--- src/hw/rtl/flat_json_key_value_extractor_core_assert.svh ---
// assertion helpers for the json key extractor
`ifndef FLAT_JSON_KEY_VALUE_EXTRACTOR_CORE_ASSERT_SVH
`define FLAT_JSON_KEY_VALUE_EXTRACTOR_CORE_ASSERT_SVH

// same-cycle implication, masked while reset is low
`define FJKE_ASSERT_NOW(lbl, clk, rst_n, ante, cons, msg) \
    lbl: assert property (@(posedge clk) disable iff (!rst_n) (ante) |-> (cons)) \
        else $error(msg);

// next-cycle implication, masked while reset is low
`define FJKE_ASSERT_NEXT(lbl, clk, rst_n, ante, cons, msg) \
    lbl: assert property (@(posedge clk) disable iff (!rst_n) (ante) |=> (cons)) \
        else $error(msg);

`endif

--- src/hw/rtl/fjke_pkg.sv ---
`timescale 1ns / 1ps
package fjke_pkg;

    // key storage
    localparam int KEY_MAX_BYTES = 16;
    localparam int KEY_IDX_W     = $clog2(KEY_MAX_BYTES);
    localparam int KEY_LEN_W     = 5;

    // configuration port
    localparam int CFG_IDX_W  = 2;
    localparam int CFG_DATA_W = 64;
    localparam logic [CFG_IDX_W-1:0] CFG_KEY_FIRST = 2'd0;
    localparam logic [CFG_IDX_W-1:0] CFG_KEY_NEXT  = 2'd1;
    localparam logic [CFG_IDX_W-1:0] CFG_KEY_LEN   = 2'd2;

    // result codes
    localparam logic       KIND_VALUE   = 1'b0;
    localparam logic       KIND_STATUS  = 1'b1;
    localparam logic [1:0] ST_FOUND     = 2'd0;
    localparam logic [1:0] ST_NOT_FOUND = 2'd1;
    localparam logic [1:0] ST_MALFORMED = 2'd2;

    // characters
    localparam logic [7:0] CH_QUOTE    = 8'h22;
    localparam logic [7:0] CH_BSLASH   = 8'h5C;
    localparam logic [7:0] CH_COLON    = 8'h3A;
    localparam logic [7:0] CH_COMMA    = 8'h2C;
    localparam logic [7:0] CH_RBRACE   = 8'h7D;
    localparam logic [7:0] CH_RBRACKET = 8'h5D;
    localparam logic [7:0] CH_SPACE    = 8'h20;
    localparam logic [7:0] CH_TAB      = 8'h09;
    localparam logic [7:0] CH_LF       = 8'h0A;
    localparam logic [7:0] CH_CR       = 8'h0D;
    localparam logic [7:0] CH_LOW_N    = 8'h6E;
    localparam logic [7:0] CH_LOW_R    = 8'h72;
    localparam logic [7:0] CH_LOW_T    = 8'h74;

    // queue between parser and output side
    localparam int FIFO_DEPTH = 4;
    localparam int FIFO_PTR_W = $clog2(FIFO_DEPTH);

    // one parsed byte worth of results: optional value byte, optional status
    typedef struct packed {
        logic       has_byte;
        logic [7:0] value_byte;
        logic       has_status;
        logic [1:0] status;
    } t_rec;

    function automatic logic is_ws(input logic [7:0] c);
        is_ws = (c == CH_SPACE) || (c == CH_TAB) || (c == CH_LF) || (c == CH_CR);
    endfunction

    function automatic logic is_delim(input logic [7:0] c);
        is_delim = (c == CH_COMMA) || (c == CH_RBRACE) || (c == CH_RBRACKET);
    endfunction

endpackage

--- src/hw/rtl/fjke_if.sv ---
`timescale 1ns / 1ps
// text byte channel
interface fjke_in_if;
    logic       valid;
    logic       ready;
    logic [7:0] text_byte;
    logic       end_of_text;

    modport source (output valid, output text_byte, output end_of_text, input ready);
    modport sink   (input valid, input text_byte, input end_of_text, output ready);
endinterface

// result channel
interface fjke_out_if;
    logic       valid;
    logic       ready;
    logic       result_kind;
    logic [7:0] value_byte;
    logic [1:0] status;
    logic       run_last;

    modport source (output valid, output result_kind, output value_byte,
                    output status, output run_last, input ready);
    modport sink   (input valid, input result_kind, input value_byte,
                    input status, input run_last, output ready);
endinterface

--- src/hw/rtl/fjke_front.sv ---
`timescale 1ns / 1ps
module fjke_front import fjke_pkg::*; (
    input  logic                  i_clk,
    input  logic                  i_rst_n,
    input  logic                  i_cfg_we,
    input  logic [CFG_IDX_W-1:0]  i_cfg_idx,
    input  logic [CFG_DATA_W-1:0] i_cfg_data,
    fjke_in_if.sink               i_in,
    input  logic                  i_q_full,
    output logic                  o_push,
    output t_rec                  o_rec
);

    localparam logic [3:0] MODE_OUTSIDE     = 4'd0;
    localparam logic [3:0] MODE_TOKEN       = 4'd1;
    localparam logic [3:0] MODE_TOKEN_ESC   = 4'd2;
    localparam logic [3:0] MODE_AFTER_TOKEN = 4'd3;
    localparam logic [3:0] MODE_AFTER_COLON = 4'd4;
    localparam logic [3:0] MODE_STR_VAL     = 4'd5;
    localparam logic [3:0] MODE_STR_ESC     = 4'd6;
    localparam logic [3:0] MODE_BARE        = 4'd7;
    localparam logic [3:0] MODE_BARE_TAIL   = 4'd8;
    localparam logic [3:0] MODE_DONE        = 4'd9;

    logic [CFG_DATA_W-1:0] r_key_first;
    logic [CFG_DATA_W-1:0] r_key_next;
    logic [KEY_LEN_W-1:0]  r_key_len;
    logic [3:0]            r_mode,    n_mode;
    logic                  r_match,   n_match;
    logic [KEY_LEN_W-1:0]  r_tok_len, n_tok_len;

    logic [8*KEY_MAX_BYTES-1:0] w_key;
    logic [7:0]                 w_key_byte;
    logic [7:0]                 w_c;
    logic                       w_accept;
    logic                       w_feed_ok;
    logic                       w_decided;
    logic [1:0]                 w_status;
    logic                       w_emit;
    logic [7:0]                 w_emit_byte;

    assign w_c        = i_in.text_byte;
    assign i_in.ready = !i_q_full;
    assign w_accept   = i_in.valid && !i_q_full;

    // key character at the current token position
    assign w_key      = {r_key_next, r_key_first};
    assign w_key_byte = w_key[{r_tok_len[KEY_IDX_W-1:0], 3'b000} +: 8];
    assign w_feed_ok  = r_match && (r_tok_len < r_key_len)
                     && (r_tok_len < KEY_LEN_W'(KEY_MAX_BYTES)) && (w_c == w_key_byte);

    // parser step for one byte
    always_comb begin
        n_mode      = r_mode;
        n_match     = r_match;
        n_tok_len   = r_tok_len;
        w_decided   = 1'b0;
        w_status    = ST_FOUND;
        w_emit      = 1'b0;
        w_emit_byte = w_c;

        unique case (r_mode)
            MODE_OUTSIDE: begin
                if (w_c == CH_QUOTE) begin
                    n_mode    = MODE_TOKEN;
                    n_tok_len = '0;
                    n_match   = 1'b1;
                end
            end
            MODE_TOKEN: begin
                if (w_c == CH_BSLASH) begin
                    n_mode = MODE_TOKEN_ESC;
                end else if (w_c == CH_QUOTE) begin
                    n_match = r_match && (r_tok_len == r_key_len);
                    n_mode  = MODE_AFTER_TOKEN;
                end else if (w_feed_ok) begin
                    n_tok_len = r_tok_len + 1'b1;
                end else begin
                    n_match = 1'b0;
                end
            end
            MODE_TOKEN_ESC: begin
                if (w_feed_ok) begin
                    n_tok_len = r_tok_len + 1'b1;
                end else begin
                    n_match = 1'b0;
                end
                n_mode = MODE_TOKEN;
            end
            MODE_AFTER_TOKEN: begin
                if (!is_ws(w_c)) begin
                    if (w_c == CH_COLON) begin
                        n_mode = MODE_AFTER_COLON;
                    end else if (w_c == CH_QUOTE) begin
                        n_mode    = MODE_TOKEN;
                        n_tok_len = '0;
                        n_match   = 1'b1;
                    end else begin
                        n_mode = MODE_OUTSIDE;
                    end
                end
            end
            MODE_AFTER_COLON: begin
                if (!is_ws(w_c)) begin
                    if (!r_match) begin
                        if (w_c == CH_QUOTE) begin
                            n_mode    = MODE_TOKEN;
                            n_tok_len = '0;
                            n_match   = 1'b1;
                        end else begin
                            n_mode = MODE_OUTSIDE;
                        end
                    end else if (w_c == CH_QUOTE) begin
                        n_mode = MODE_STR_VAL;
                    end else if (is_delim(w_c)) begin
                        w_decided = 1'b1;
                        w_status  = ST_MALFORMED;
                    end else begin
                        w_emit = 1'b1;
                        n_mode = MODE_BARE;
                    end
                end
            end
            MODE_STR_VAL: begin
                if (w_c == CH_BSLASH) begin
                    n_mode = MODE_STR_ESC;
                end else if (w_c == CH_QUOTE) begin
                    w_decided = 1'b1;
                end else begin
                    w_emit = 1'b1;
                end
            end
            MODE_STR_ESC: begin
                w_emit = 1'b1;
                if (w_c == CH_LOW_N) begin
                    w_emit_byte = CH_LF;
                end else if (w_c == CH_LOW_R) begin
                    w_emit_byte = CH_CR;
                end else if (w_c == CH_LOW_T) begin
                    w_emit_byte = CH_TAB;
                end
                n_mode = MODE_STR_VAL;
            end
            MODE_BARE: begin
                if (is_delim(w_c)) begin
                    w_decided = 1'b1;
                end else if (is_ws(w_c)) begin
                    n_mode = MODE_BARE_TAIL;
                end else begin
                    w_emit = 1'b1;
                end
            end
            MODE_BARE_TAIL: begin
                if (!is_ws(w_c)) begin
                    w_decided = 1'b1;
                    w_status  = is_delim(w_c) ? ST_FOUND : ST_MALFORMED;
                end
            end
            default: begin
            end
        endcase

        // end of text without a decision so far
        if (!w_decided && i_in.end_of_text && (n_mode != MODE_DONE)) begin
            w_decided = 1'b1;
            w_status  = ((n_mode == MODE_OUTSIDE) || (n_mode == MODE_AFTER_TOKEN))
                      ? ST_NOT_FOUND : ST_MALFORMED;
        end
        if (w_decided) begin
            n_mode = MODE_DONE;
        end
        // next text starts fresh
        if (i_in.end_of_text) begin
            n_mode    = MODE_OUTSIDE;
            n_match   = 1'b1;
            n_tok_len = '0;
        end
    end

    // record for the queue
    assign o_push           = w_accept && (w_emit || w_decided);
    assign o_rec.has_byte   = w_emit;
    assign o_rec.value_byte = w_emit_byte;
    assign o_rec.has_status = w_decided;
    assign o_rec.status     = w_status;

    // configuration registers
    always_ff @(posedge i_clk) begin
        if (!i_rst_n) begin
            r_key_first <= '0;
            r_key_next  <= '0;
            r_key_len   <= '0;
        end else if (i_cfg_we) begin
            unique case (i_cfg_idx)
                CFG_KEY_FIRST: r_key_first <= i_cfg_data;
                CFG_KEY_NEXT:  r_key_next  <= i_cfg_data;
                CFG_KEY_LEN:   r_key_len   <= i_cfg_data[KEY_LEN_W-1:0];
                default: begin
                end
            endcase
        end
    end

    // parser state
    always_ff @(posedge i_clk) begin
        if (!i_rst_n) begin
            r_mode    <= MODE_OUTSIDE;
            r_match   <= 1'b1;
            r_tok_len <= '0;
        end else if (w_accept) begin
            r_mode    <= n_mode;
            r_match   <= n_match;
            r_tok_len <= n_tok_len;
        end
    end

endmodule

--- src/hw/rtl/fjke_fifo.sv ---
`timescale 1ns / 1ps
module fjke_fifo import fjke_pkg::*; (
    input  logic i_clk,
    input  logic i_rst_n,
    input  logic i_push,
    input  t_rec i_rec,
    input  logic i_pop,
    output logic o_full,
    output logic o_empty,
    output t_rec o_head
);

    t_rec                r_mem [FIFO_DEPTH];
    logic [FIFO_PTR_W-1:0] r_wr;
    logic [FIFO_PTR_W-1:0] r_rd;
    logic [FIFO_PTR_W:0]   r_cnt;

    assign o_full  = (r_cnt == (FIFO_PTR_W+1)'(FIFO_DEPTH));
    assign o_empty = (r_cnt == '0);
    assign o_head  = r_mem[r_rd];

    // storage
    always_ff @(posedge i_clk) begin
        if (i_push) begin
            r_mem[r_wr] <= i_rec;
        end
    end

    // pointers and fill level
    always_ff @(posedge i_clk) begin
        if (!i_rst_n) begin
            r_wr  <= '0;
            r_rd  <= '0;
            r_cnt <= '0;
        end else begin
            if (i_push) begin
                r_wr <= r_wr + 1'b1;
            end
            if (i_pop) begin
                r_rd <= r_rd + 1'b1;
            end
            if (i_push && !i_pop) begin
                r_cnt <= r_cnt + 1'b1;
            end else if (i_pop && !i_push) begin
                r_cnt <= r_cnt - 1'b1;
            end
        end
    end

endmodule

--- src/hw/rtl/fjke_back.sv ---
`timescale 1ns / 1ps
module fjke_back import fjke_pkg::*; (
    input  logic       i_clk,
    input  logic       i_rst_n,
    input  logic       i_empty,
    input  t_rec       i_head,
    output logic       o_pop,
    fjke_out_if.source o_out
);

    logic r_phase;
    logic w_show_status;
    logic w_beat;

    // status beat once the value byte of this record is gone
    assign w_show_status = r_phase || !i_head.has_byte;

    assign o_out.valid       = !i_empty;
    assign o_out.result_kind = w_show_status ? KIND_STATUS : KIND_VALUE;
    assign o_out.value_byte  = w_show_status ? 8'h00 : i_head.value_byte;
    assign o_out.status      = w_show_status ? i_head.status : ST_FOUND;
    assign o_out.run_last    = w_show_status || !i_head.has_status;

    assign w_beat = o_out.valid && o_out.ready;
    assign o_pop  = w_beat && (w_show_status || !i_head.has_status);

    // remembers a value byte sent ahead of its status
    always_ff @(posedge i_clk) begin
        if (!i_rst_n) begin
            r_phase <= 1'b0;
        end else if (w_beat) begin
            r_phase <= !o_pop;
        end
    end

endmodule

--- src/hw/rtl/flat_json_key_value_extractor_core.sv ---
`timescale 1ns / 1ps
// channel   dir  beat contents
// i_in      in   text_byte, end_of_text
// o_out     out  result_kind, value_byte, status, run_last
// cfg       in   i_cfg_we, i_cfg_idx, i_cfg_data (write only)
//
// one text byte is taken per cycle while the queue is not full; the parser updates its state in that cycle
// a byte that yields a value byte and a status gives a value beat and then a status beat,
// so the sustained rate is set by the output side draining the 4-deep queue
// i_in.ready drops only while the queue is full; o_out stalls hold the queue head
// synchronous active-low reset clears key registers, parser state and queue
module flat_json_key_value_extractor_core import fjke_pkg::*; (
    input  logic                  i_clk,
    input  logic                  i_rst_n,
    input  logic                  i_cfg_we,
    input  logic [CFG_IDX_W-1:0]  i_cfg_idx,
    input  logic [CFG_DATA_W-1:0] i_cfg_data,
    fjke_in_if.sink               i_in,
    fjke_out_if.source            o_out
);

`include "flat_json_key_value_extractor_core_assert.svh"

    logic w_push;
    logic w_pop;
    logic w_full;
    logic w_empty;
    t_rec w_rec;
    t_rec w_head;

    // parser
    fjke_front u_front (
        .i_clk      (i_clk),
        .i_rst_n    (i_rst_n),
        .i_cfg_we   (i_cfg_we),
        .i_cfg_idx  (i_cfg_idx),
        .i_cfg_data (i_cfg_data),
        .i_in       (i_in),
        .i_q_full   (w_full),
        .o_push     (w_push),
        .o_rec      (w_rec)
    );

    // result queue
    fjke_fifo u_fifo (
        .i_clk   (i_clk),
        .i_rst_n (i_rst_n),
        .i_push  (w_push),
        .i_rec   (w_rec),
        .i_pop   (w_pop),
        .o_full  (w_full),
        .o_empty (w_empty),
        .o_head  (w_head)
    );

    // output sequencer
    fjke_back u_back (
        .i_clk   (i_clk),
        .i_rst_n (i_rst_n),
        .i_empty (w_empty),
        .i_head  (w_head),
        .o_pop   (w_pop),
        .o_out   (o_out)
    );

    // checks
    `FJKE_ASSERT_NOW(a_no_push_full, i_clk, i_rst_n, w_push, !w_full,
        "record pushed into a full queue")
    `FJKE_ASSERT_NOW(a_status_last, i_clk, i_rst_n,
        o_out.valid && (o_out.result_kind == KIND_STATUS), o_out.run_last,
        "status beat without run_last")
    `FJKE_ASSERT_NEXT(a_status_follows, i_clk, i_rst_n,
        o_out.valid && o_out.ready && !o_out.run_last,
        o_out.valid && (o_out.result_kind == KIND_STATUS),
        "value byte not followed by its status")

endmodule

--- src/flat_wrapper.sv ---
// flat-port wrapper written by rule: the top's interface ports become plain ports
module flat_json_key_value_extractor_core_flat import fjke_pkg::*;
  (i_clk, i_rst_n, i_cfg_we, i_cfg_idx, i_cfg_data, i_in_valid, i_in_text_byte, i_in_end_of_text, i_in_ready, o_out_valid, o_out_result_kind, o_out_value_byte, o_out_status, o_out_run_last, o_out_ready);
  fjke_in_if i_in_i ();
  fjke_out_if o_out_i ();
  input  logic i_clk;
  input  logic i_rst_n;
  input  logic i_cfg_we;
  input  logic [CFG_IDX_W-1:0] i_cfg_idx;
  input  logic [CFG_DATA_W-1:0] i_cfg_data;
  input wire logic [$bits(i_in_i.valid)-1:0] i_in_valid;
  input wire logic [$bits(i_in_i.text_byte)-1:0] i_in_text_byte;
  input wire logic [$bits(i_in_i.end_of_text)-1:0] i_in_end_of_text;
  output wire logic [$bits(i_in_i.ready)-1:0] i_in_ready;
  output wire logic [$bits(o_out_i.valid)-1:0] o_out_valid;
  output wire logic [$bits(o_out_i.result_kind)-1:0] o_out_result_kind;
  output wire logic [$bits(o_out_i.value_byte)-1:0] o_out_value_byte;
  output wire logic [$bits(o_out_i.status)-1:0] o_out_status;
  output wire logic [$bits(o_out_i.run_last)-1:0] o_out_run_last;
  input wire logic [$bits(o_out_i.ready)-1:0] o_out_ready;
  assign i_in_i.valid = i_in_valid;
  assign i_in_i.text_byte = i_in_text_byte;
  assign i_in_i.end_of_text = i_in_end_of_text;
  assign i_in_ready = i_in_i.ready;
  assign o_out_valid = o_out_i.valid;
  assign o_out_result_kind = o_out_i.result_kind;
  assign o_out_value_byte = o_out_i.value_byte;
  assign o_out_status = o_out_i.status;
  assign o_out_run_last = o_out_i.run_last;
  assign o_out_i.ready = o_out_ready;
  flat_json_key_value_extractor_core u_core (.i_clk(i_clk), .i_rst_n(i_rst_n), .i_cfg_we(i_cfg_we), .i_cfg_idx(i_cfg_idx), .i_cfg_data(i_cfg_data), .i_in(i_in_i), .o_out(o_out_i));
endmodule
--- config.mk ---
export PLATFORM = sky130hd
export DESIGN_NAME = flat_json_key_value_extractor_core_flat
export DESIGN_NICKNAME = d
export VERILOG_FILES = /design/src/hw/rtl/fjke_pkg.sv /design/src/hw/rtl/fjke_if.sv /design/src/hw/rtl/fjke_front.sv /design/src/hw/rtl/fjke_fifo.sv /design/src/hw/rtl/fjke_back.sv /design/src/hw/rtl/flat_json_key_value_extractor_core.sv /design/src/flat_wrapper.sv
export VERILOG_INCLUDE_DIRS = /design/src /design/src/hw/rtl
export SDC_FILE = /design/constraint.sdc
export NUM_CORES = 1
export LEC_CHECK = 0
export CAP_MARGIN = 0
export CORE_ASPECT_RATIO = 0.75
export CORE_MARGIN = 1
export CORE_UTILIZATION = 55
export DETAILED_ROUTE_END_ITERATION = 16
export DONT_BUFFER_PORTS = 1
export GPL_TIMING_DRIVEN = 0
export MAX_ROUTING_LAYER = met4
export PLACE_DENSITY_LB_ADDON = 0.12
export SETUP_SLACK_MARGIN = 0.2
export SLEW_MARGIN = 40
export SYNTH_ARGS = -nofsm -noshare
export SYNTH_HDL_FRONTEND = slang
export SYNTH_SLANG_ARGS = --single-unit
export TNS_END_PERCENT = 1
--- constraint.sdc ---
create_clock -name i_clk -period 7.3 [get_ports i_clk]
set_input_delay 0 -clock i_clk [delete_from_list [all_inputs] [get_ports i_clk]]
set_output_delay 0 -clock i_clk [all_outputs]
set_load 0.05 [all_outputs]
==> Yosys cells after proc, flatten, opt, wreduce, memory -nomap -nowiden <==
Memory sizes are Yosys's and may differ from the RTL's. A register that Yosys moved wholly into a read port is not among the register bits.
Cells that the tools add are included.
{ "word_totals": {"register_bits": 151, "ramBits": 48, "input_bits": 80, "elab_cells": 167, "n_memories": 1} }
{ "mem_list": {"columns": ["memory", "words", "word_bits", "rd", "rd_ports_with_merged_regs", "write_ports", "line", "source"], "rows": [
  ["u_core.u_fifo.r_mem", 4, 12, 1, 1, 1, "fjke_fifo.sv:13", "t_rec r_mem [FIFO_DEPTH];"]
]} }
{ "op_classes": {"addsub": 5, "order_cmp": 2, "eq_ne": 34, "shift": 1, "n_mux": 75, "n_reduce_logical": 39} }
{ "ops": {"columns": ["cell", "n"], "rows": [
  ["indexed part select 128 x 8 -> 8 bit", 1],
  ["2-to-1 mux 4 bit", 13],
  ["equality test 8 x 7 -> 1 bit (second input constant)", 6],
  ["2-to-1 mux 5 bit", 9],
  ["2-to-1 mux 8 bit", 5],
  ["equality test 8 x 6 -> 1 bit (second input constant)", 4],
  ["one-hot mux 4 bit (8 select lines)", 1],
  ["2-to-1 mux 1 bit", 28],
  ["one-hot mux 5 bit (5 select lines)", 1],
  ["equality test 8 x 4 -> 1 bit (second input constant)", 3],
  ["2-to-1 mux 2 bit", 11],
  ["!= test 3 bit (second input constant)", 6],
  ["equality test 4 x 3 -> 1 bit (second input constant)", 4],
  ["equality test 4 x 2 -> 1 bit (second input constant)", 3],
  ["logical AND 1 bit", 12],
  ["logical OR 1 bit", 9],
  ["2-to-1 mux 3 bit", 3],
  ["equality test 8 bit", 1],
  ["zero test 4 bit", 2],
  ["one-hot mux 1 bit (4 select lines)", 2],
  ["AND reduction 8 bit", 1],
  ["zero test 1 bit", 7],
  ["AND reduction 2 bit", 3],
  ["AND reduction 6 bit", 1],
  ["other kinds (19)", 20]
]} }

==> Depth between registers and ports, before layout <==
Gate-level depths: netlist of run 1.
{ "logic_depth": {"depth_word": 18, "ltp_mapped": 13} }

==> Modules after synthesis <==
Synthesis of run 1 repeated with hierarchy kept, for this count alone.
{ "unflattened": {"cells_unflattened": 1027, "hier_area_um2": 9580.4} }
{ "modules_own_cells": {"columns": ["mod", "n_inst", "cells_per_inst", "area_per_inst_um2", "seq_area_each_um2"], "rows": [
  ["fjke_front", 1, 901, 7245.7, 2862.7],
  ["fjke_fifo", 1, 105, 2180.8, 1621.6],
  ["fjke_back", 1, 21, 153.9, 20.0]
]} }

==> Worst setup path after synthesis of run 1 <==
Ideal clock, no wire load.
{ "synth_path": {"path_type": "in2reg", "startpoint": "in i_in_text_byte[4]", "endpoint": "reg u_core.u_fifo.r_cnt[2]", "setup_ps": 76, "t_arrival_ps": 2923, "required_ps": 7224, "path_slack_ps": 4301, "stages": 13, "path_cell_list": "buf_6 or4b_2 a211oi_1 o21ai_0 a21boi_1 o211a_1 o41a_4 ha_1 inv_1 fa_1 xor2_1 or3_1 a21boi_0"} }
{ "synth_via": {"elab_chain_cells": 17} }
{ "synth_lines": {"columns": ["item", "line", "source"], "rows": [
  ["start, declared", "flat_wrapper.sv:12", "input wire logic [$bits(i_in_i.text_byte)-1:0] i_in_text_byte;"],
  ["branches (longest 12 deep; another with equality test 8 x 6 -> 1 bit)", null, null],
  ["logical OR 1 bit *", "fjke_front.sv:181", "assign o_push = w_accept && (w_emit || w_decided);"],
  ["logical AND 1 bit *", "fjke_front.sv:181", null],
  ["net u_core.u_fifo.i_push", "fjke_fifo.sv:5", "input logic i_push,"],
  ["zero test 1 bit", "fjke_fifo.sv:44", "end else if (i_pop && !i_push) begin"],
  ["logical AND 1 bit", "fjke_fifo.sv:44", null],
  ["nonzero test 2 bit (no source line)", null, null],
  ["end signal, assigned", "fjke_fifo.sv:43", "r_cnt <= r_cnt + 1'b1;"],
  ["end signal, assigned", "fjke_fifo.sv:45", "r_cnt <= r_cnt - 1'b1;"],
  ["end, declared", "fjke_fifo.sv:16", "logic [FIFO_PTR_W:0] r_cnt;"]
]} }
Mark *: on every way through the listed nets, which the timed path passes.
A chain may end at the register's enable or synchronous reset.

==> impl_metrics.json, run 1 <==
{
  "status": "finished, final reports clean",
  "globalplace.congestion": 0.9663,
  "wire_per_inst_um": 21.99,
  "hold_depth": 2,
  "tns_ps": 0,
  "synth.net_count": 1083,
  "end_kind": "register",
  "period_minus_slack_ps": 3692,
  "synth_edf_count": 48,
  "ys_seq_area_frac": 0.4589,
  "worstHoldStart": "i_in_end_of_text",
  "fin_crit_sh": 0.5058,
  "p_int_mw": 1.988,
  "drt_wl_total_um": 29690,
  "final_nets": 1189,
  "report.power.total_mw": 2.837,
  "timing.final.ws_setup_ps": 3608,
  "fillers": 1396,
  "highest_layer": "met4",
  "dr_wl_met2_um": 11660,
  "grt_overflow": 0,
  "worstPathArrival_ps": 4110,
  "cap_violations": 0,
  "r2r-end": "u_core.u_fifo.r_cnt[2]$_SDFFE_PN0P_",
  "cp_max_fo": 8,
  "fp.dieW_um": 156.3,
  "vias_per_cell": 5.941,
  "dp.cells": 1227,
  "ys_warn_count": 0,
  "rsz0062_at_grt": "false",
  "antenna_found_initial": 4,
  "cts.path.max_buffers": 3,
  "p_leak_nw": 4.051,
  "multi_input_area_sq_um": 4908,
  "powerDensity_nw_per_um2": 244.2,
  "dp_hpwl_um": 21430,
  "skew_ps": 7.153,
  "required_ps": 7720,
  "first_pass_iters": 5,
  "cts-resized-gates": 0,
  "fmax_mhz": 270.8,
  "synth.distinct_cells": 78,
  "r2r_cells": 12,
  "yosysTopAreaCellShare": 0.3120,
  "final_util": 0.6780,
  "reg2reg_slack_ps": 3610,
  "drive_above_1_share": 0.1098,
  "grt_first_pass_wirelength_um": 45650,
  "track_usage": 0.3426,
  "rows": 41,
  "grt_max_degree": 15,
  "syn2layout_area_growth_pct": 18.36,
  "synth_cells": 991,
  "max_slew.worst_pin.slew_ps": 771.7,
  "p_comb_frac": 0.203,
  "hold_ws_ps": 18.52,
  "hold_viol_final": 0,
  "htreeDepth": 1,
  "post_synth.cell_area_avg_sq_um": 9.905,
  "slew_violations": 0,
  "met1_length_um": 13620,
  "synth_area_leaders": "dfxtp_1, edfxtp_1, nand2_1, a21boi_0, mux4_2",
  "startpoint_type": "register",
  "detail-route-antenna-nets": 0,
  "r2r-start": "u_core.u_front.r_mode[2]$_SDFFE_PN0P_",
  "drt_first_iter_violations": 845,
  "whs_endpoint": "u_core.u_fifo.r_mem[0][2]$_DFFE_PP_",
  "post_layout_nonfiller_instances": 1350,
  "setup.worst_path.class": "register to register",
  "clock_latency_ps": 490,
  "synth_top_area_cell": "dfxtp_1",
  "core_area_sq_um": 17130,
  "die_area_sq_um": 18390,
  "cts_tree": "yes",
  "ys_ff_latch": 201,
  "wl_met3_um": 3931,
  "ioPinCount": 94,
  "synthArstFlopShare": 0,
  "power_frac_clock": 0.355,
  "place_area_sq_um": 10140,
  "io_buffers": 0,
  "synth_ff_type": "dfxtp_1",
  "holdCritPathClass": "primary input to register",
  "cts-buffers-inserted": 21,
  "clkTransAtPathRegs_ps": 60,
  "via_count": 8021,
  "max_slew_margin": 0.4722,
  "drc": 0,
  "clkSinkCount": 201,
  "grt_pass1_vias": 7719,
  "setup_viol": 0,
  "ir_drop_uv": 222.3,
  "power.switching_mw": 0.8494,
  "clockRootBuffer": "clkbuf_16",
  "place_ws_ps": 3680,
  "switching_share": 0.2994,
  "seq_area_sq_um": 4504,
  "final_area_sq_um": 11620,
  "pwr-share-seq": 0.442,
  "die-height_um": 117.7,
  "netlist_area_sq_um": 9816,
  "initial_utilization": 0.5729
}
-- worst max-delay path, cell delays in order, from the launching register on --
cell and delay (ps):
dfxtp_1 310, clkbuf_1 310, inv_1 200, nor2_1 470, a41oi_1 200, a21oi_1 520, o41a_4 290, ha_1 200
inv_1 70, fa_1 430, xor2_1 180, or3_1 300, a21boi_0 160
-- metal layers --
layer  vias up  global-route usage
met2       413              0.4470
met3        49              0.1027
li1       3707                   -
met5         -                   -
met1      3852              0.5202
met4         0             0.06189
-- sequential cells by signal, indices dropped and copies added (netlist names), named ones only --
name                        flops
u_core.u_fifo.r_rd              2
u_core.u_front.r_match          1
u_core.u_front.r_key_next      64
u_core.u_front.r_mode           4
u_core.u_fifo.r_mem            48
u_core.u_front.r_key_first     64
u_core.u_back.r_phase           1
u_core.u_front.r_key_len        5
u_core.u_front.r_tok_len        5
u_core.u_fifo.r_cnt             3
u_core.u_fifo.r_wr              2
-- layout by cell type, fill, tap and decap left out, drive strengths merged, types with 5 or more instances in the layout --
| cell type | count |
|---|---|
| and2 | 19 |
| mux4 | 44 |
| o21ai | 9 |
| nor3 | 8 |
| edfxtp | 48 |
| a31oi | 5 |
| clkbuf | 79 |
| nor2 | 16 |
| nand2 | 283 |
| or3 | 6 |
| nand3 | 9 |
| mux2i | 21 |
| inv | 22 |
| xor2 | 7 |
| a211oi | 5 |
| nand4 | 5 |
| clkinv | 7 |
| nor2b | 18 |
| and3 | 6 |
| dfxtp | 153 |
| ha | 11 |
| a21oi | 10 |
| nor4 | 8 |
| dlygate4sd3 | 83 |
| xnor2 | 12 |
| a21boi | 132 |
| buf | 17 |
-- cells by family (layout without fill, tap and decap cells) --
family / after synthesis / after routing / synth area share
and+or+nand+nor: 401 / 401 / 0.1829
DFF: 201 / 201 / 0.4589
muxes: 67 / 67 / 0.1273
AOI/OAI and AO/OA: 201 / 201 / 0.1545
xor gates and xnor gates: 19 / 19 / 0.01695
other: 0 / 3 / 0
adders and majority gates: 12 / 12 / 0.01606
buffers and inverters: 90 / 210 / 0.04334
-- power by group through the flow --
stage | Combinational [mW] | Sequential (mW) | Clock, mW
floorplan | 0.426 | 1.26 | 0
global placement | 0.508 | 1.27 | 0
detailed placement | 0.528 | 1.28 | 0
CTS | 0.574 | 1.25 | 1.02
global route | 0.621 | 1.26 | 1.07
finish | 0.576 | 1.25 | 1.01
-- cell type report --
| type | count | area share |
|---|---|---|
| multi-input combinational | 700 | 0.4225 |
| sequential | 201 | 0.3877 |
| timing repair buffer | 83 | 0.07151 |
| clock buffer | 28 | 0.05116 |
| buffer | 69 | 0.03005 |
| tap | 236 | 0.02542 |
| inverter | 21 | 0.006785 |
| clock inverter | 9 | 0.004200 |
| antenna | 3 | 0.0006462 |
-- cell usage after synthesis (all sizes together) (7+ instances only) --
cell and n:
nor2b 18, nor2 16, a21oi 10, nor3 8
and2 19, o21ai 9, nand2 283, a21boi 132
edfxtp 48, nand3 9, mux4 44, xor2 7
mux2i 21, inv 21, clkbuf 51, dfxtp 153
buf 17, ha 11, nor4 8, xnor2 12
-- worst max path at each step --
stage               slack [ps]                                   from  cells past startpoint                                  end
finish                    3610  u_core.u_front.r_mode[2]$_SDFFE_PN0P_                     12  u_core.u_fifo.r_cnt[2]$_SDFFE_PN0P_
global route              3320  u_core.u_front.r_mode[0]$_SDFFE_PN0P_                     12  u_core.u_fifo.r_cnt[2]$_SDFFE_PN0P_
CTS                       3660  u_core.u_front.r_mode[2]$_SDFFE_PN0P_                     12  u_core.u_fifo.r_cnt[2]$_SDFFE_PN0P_
detailed placement        3680  u_core.u_front.r_mode[2]$_SDFFE_PN0P_                     12  u_core.u_fifo.r_cnt[2]$_SDFFE_PN0P_
global placement          3670  u_core.u_front.r_mode[2]$_SDFFE_PN0P_                     12  u_core.u_fifo.r_cnt[2]$_SDFFE_PN0P_
floorplan                 4300                      i_in_text_byte[4]                     13  u_core.u_fifo.r_cnt[2]$_SDFFE_PN0P_
-- timing repair --
item,CTS,global route
hold buffers,83,0
setup buffers,0,0
hold endpoints to repair,164,0
No activity file was read; power rests on OpenSTA's default activity.
==> run 2: changes to the inputs <==
--- a/config.mk
+++ b/config.mk
@@ -6,6 +6,7 @@
 export SDC_FILE = /design/constraint.sdc
 export NUM_CORES = 1
 export LEC_CHECK = 0
+export ABC_AREA = 1
 export CAP_MARGIN = 0
 export CORE_ASPECT_RATIO = 0.75
 export CORE_MARGIN = 1
==> constraint.sdc (replaced) <==
create_clock -name i_clk -period 3.21 [get_ports i_clk]
set_input_delay 0 -clock i_clk [delete_from_list [all_inputs] [get_ports i_clk]]
set_output_delay 0 -clock i_clk [all_outputs]
set_load 0.05 [all_outputs]
==> run 2 against run 1 <==
  * Synthesized cell count increased by 35%
  * Hold slack got worse by 13 ps
  * Die area decreased by 0.81%
  * Critical path depth increased by 9
  * Total power increased by 150%
  * Sequential power increased by 130%
  * Via count increased by 23%
  * Routed wire length increased by 11%
  * Non-clock buffer count increased by 10
  * Combinational power increased to 2.7 times the previous value
  * Setup slack got worse by 3200 ps
  * Cell area increased by 1.2%
  * Critical endpoint is now u_core.u_fifo.r_cnt[1]$_SDFFE_PN0P_
  * Largest cell class unchanged
==> impl_metrics.json, run 2 <==
{
  "status": "finished, final reports clean",
  "die_area_sq_um": 18240,
  "critPathSlowestCell": "fa_2",
  "clock_latency_ps": 520,
  "drt_wl_total_um": 33070,
  "io_buffers": 0,
  "vias_per_cell": 5.791,
  "yosysTopAreaCellShare": 0.3146,
  "multi_input_area_sq_um": 4582,
  "startpoint_type": "register",
  "detail-route-antenna-nets": 0,
  "reg2reg_slack_ps": 390,
  "hold_viol_final": 0,
  "rows": 41,
  "first_pass_iters": 6,
  "dp_hpwl_um": 23490,
  "clkSinkCount": 201,
  "synth_edf_count": 48,
  "synthArstFlopShare": 0,
  "critPathBufInv": 5,
  "tns_ps": 0,
  "synth_top_area_cell": "dfxtp_1",
  "required_ps": 3600,
  "p_leak_nw": 4.667,
  "drc": 0,
  "track_usage": 0.3733,
  "fillers": 1482,
  "slew_violations": 0,
  "synth_ff_type": "dfxtp_1",
  "drt_first_iter_violations": 1254,
  "ioPinCount": 94,
  "synth_area_leaders": "dfxtp_1, edfxtp_1, nor2_1, o21ai_0, nand2_1",
  "seq_area_sq_um": 4509,
  "cts-buffers-inserted": 21,
  "max_slew_margin": 0.4607,
  "antenna_found_initial": 3,
  "fmax_mhz": 354.5,
  "setup_viol": 0,
  "powerDensity_nw_per_um2": 600.3,
  "grt_max_degree": 15,
  "synth.net_count": 1429,
  "timing.final.ws_setup_ps": 389.2,
  "end_kind": "register",
  "netlist_area_sq_um": 9736,
  "worst_path_most_repeated_cell": "inv_2",
  "layout_commonest_cell": "nor2_1",
  "synth.distinct_cells": 43,
  "fin_crit_sh": 0.8788,
  "core_area_sq_um": 17080,
  "setup.worst_path.class": "register to register",
  "grt_overflow": 0,
  "wire_per_inst_um": 19.49,
  "slowest_delay_ps": 420,
  "synth_cells": 1337,
  "clkTransAtPathRegs_ps": 60,
  "final_nets": 1536,
  "timing.critical_path.cells": "clkbuf_4 -> inv_2 -> nand2_2 -> nor2_4 -> nor2_1 -> nand2_1 -> clkinv_1 -> nand3_1 -> nor2_2 -> nor2_2 -> nor2_1 -> nand3_2 -> nand2_4 -> nand3_4 -> nand2_4 -> inv_2 -> ha_1 -> inv_2 -> fa_2 -> o21ai_0 -> a21oi_1",
  "initial_utilization": 0.5699,
  "skew_ps": 11.74,
  "cap_violations": 0,
  "globalplace.congestion": 1.011,
  "period_minus_slack_ps": 2821,
  "ys_warn_count": 0,
  "place_ws_ps": -45.95,
  "synth_most_common_cell": "nor2_1",
  "grt_first_pass_wirelength_um": 49530,
  "cts.path.max_buffers": 3,
  "via_count": 9828,
  "drive_above_1_share": 0.1008,
  "crit_family": "simple AND/OR/NAND/NOR gates",
  "top_regs": "u_core.u_front.r_key_first x64, u_core.u_front.r_key_next x64, u_core.u_fifo.r_mem x48",
  "clockRootBuffer": "clkbuf_16",
  "ys_ff_latch": 201,
  "final_cell_mix": "nor2_1, o21ai_0, nand2_1, dfxtp_1, inv_1",
  "synth_common_cells": "nor2_1, o21ai_0, nand2_1",
  "htreeDepth": 1,
  "worstPathArrival_ps": 3210,
  "grt_pass1_vias": 8973,
  "syn2layout_area_growth_pct": 20.82,
  "die-height_um": 117.2,
  "fp.dieW_um": 155.6,
  "max_slew.worst_pin.slew_ps": 809.0,
  "ir_drop_uv": 386.6,
  "cp_max_fo": 8,
  "rsz0062_at_grt": "false",
  "post_synth.cell_area_avg_sq_um": 7.282,
  "holdCritPathClass": "primary input to register",
  "ys_seq_area_frac": 0.4627,
  "final_util": 0.6886,
  "cts_tree": "yes"
}
-- run 2: kinds of logic after synthesis --
family / share of synthesized area
fa+ha+maj: 0.01619
compound gates: 0.1804
flops: 0.4627
buf+inv: 0.08174
simple gates: 0.2563
xor+xnor: 0.002699
-- run 2: stage by stage --
step / area, sq um / hold slack (ps) / std cells / total power [mW]
5_1_grt: 11760 / 56.11 / 1697 / 7.307
6_report: 11760 / 5.040 / 1697 / 7.061
3_3_place_gp: 10030 / 136.3 / 1573 / 4.212
3_5_place_dp: 10080 / 141.5 / 1573 / 4.277
4_1_cts: 11640 / 5.895 / 1690 / 7.001
2_1_floorplan: 9736 / 134.9 / 1337 / 3.953
-- run 2: layer usage --
layer | vias up | routed length (um) | track usage
li1 | 4629 | - | -
met1 | 4599 | 15250 | 0.5332
met2 | 551 | 13450 | 0.5315
met3 | 49 | 3880 | 0.09021
met4 | 0 | 490 | 0.08301
met5 | - | 0 | -
-- run 2: where the power goes --
group,total (mW),switching (mW),internal (mW)
clock,2.66,1.03,1.63
sequential,2.86,0.0825,2.77
combinational,1.54,1.14,0.400
-- run 2: area by class of cell --
class                           count  share of cell area
Tap cell                          236             0.02510
Sequential cell                   201              0.3834
Clock inverter                     12             0.01585
Buffer                             78             0.03085
Inverter                          117             0.03755
Multi-Input combinational cell    941              0.3895
Timing Repair Buffer               84             0.07021
Antenna cell                        2           0.0004255
Clock buffer                       26             0.04712
-- run 2: repair_timing --
action | 4_1_cts | 5_1_grt
buffers inserted | 1 | 5
setup endpoints to repair | 2 | 2
hold endpoints to repair | 181 | 0
resized for setup | 11 | 27
hold buffers | 78 | 0
pin swaps | 3 | 7
-- run 2: worst register-to-register path, cell delays in order, from the launching register on --
cell      delay, ps
dfxtp_1         300
clkbuf_4        190
inv_2            60
nand2_2         110
nor2_4           50
nor2_1           90
nand2_1          60
clkinv_1         40
nand3_1         110
nor2_2          170
nor2_2           60
nor2_1          130
nand3_2         110
nand2_4         100
nand3_4         110
nand2_4          90
inv_2            50
ha_1            180
inv_2            80
fa_2            420
o21ai_0         150
a21oi_1          50
-- run 2: path summary, 6_finish.rpt --
check	start	to	cells past startpoint
worst max-delay path	u_core.u_front.r_mode[1]$_SDFFE_PN0P_	u_core.u_fifo.r_cnt[1]$_SDFFE_PN0P_	21
worst min-delay path	i_in_text_byte[7]	u_core.u_front.r_match$_SDFFE_PN1P_	7
worst max register to register	u_core.u_front.r_mode[1]$_SDFFE_PN0P_	u_core.u_fifo.r_cnt[1]$_SDFFE_PN0P_	21
worst min register to register	u_core.u_front.r_key_next[4]$_SDFFE_PN0P_	u_core.u_front.r_key_next[4]$_SDFFE_PN0P_	2
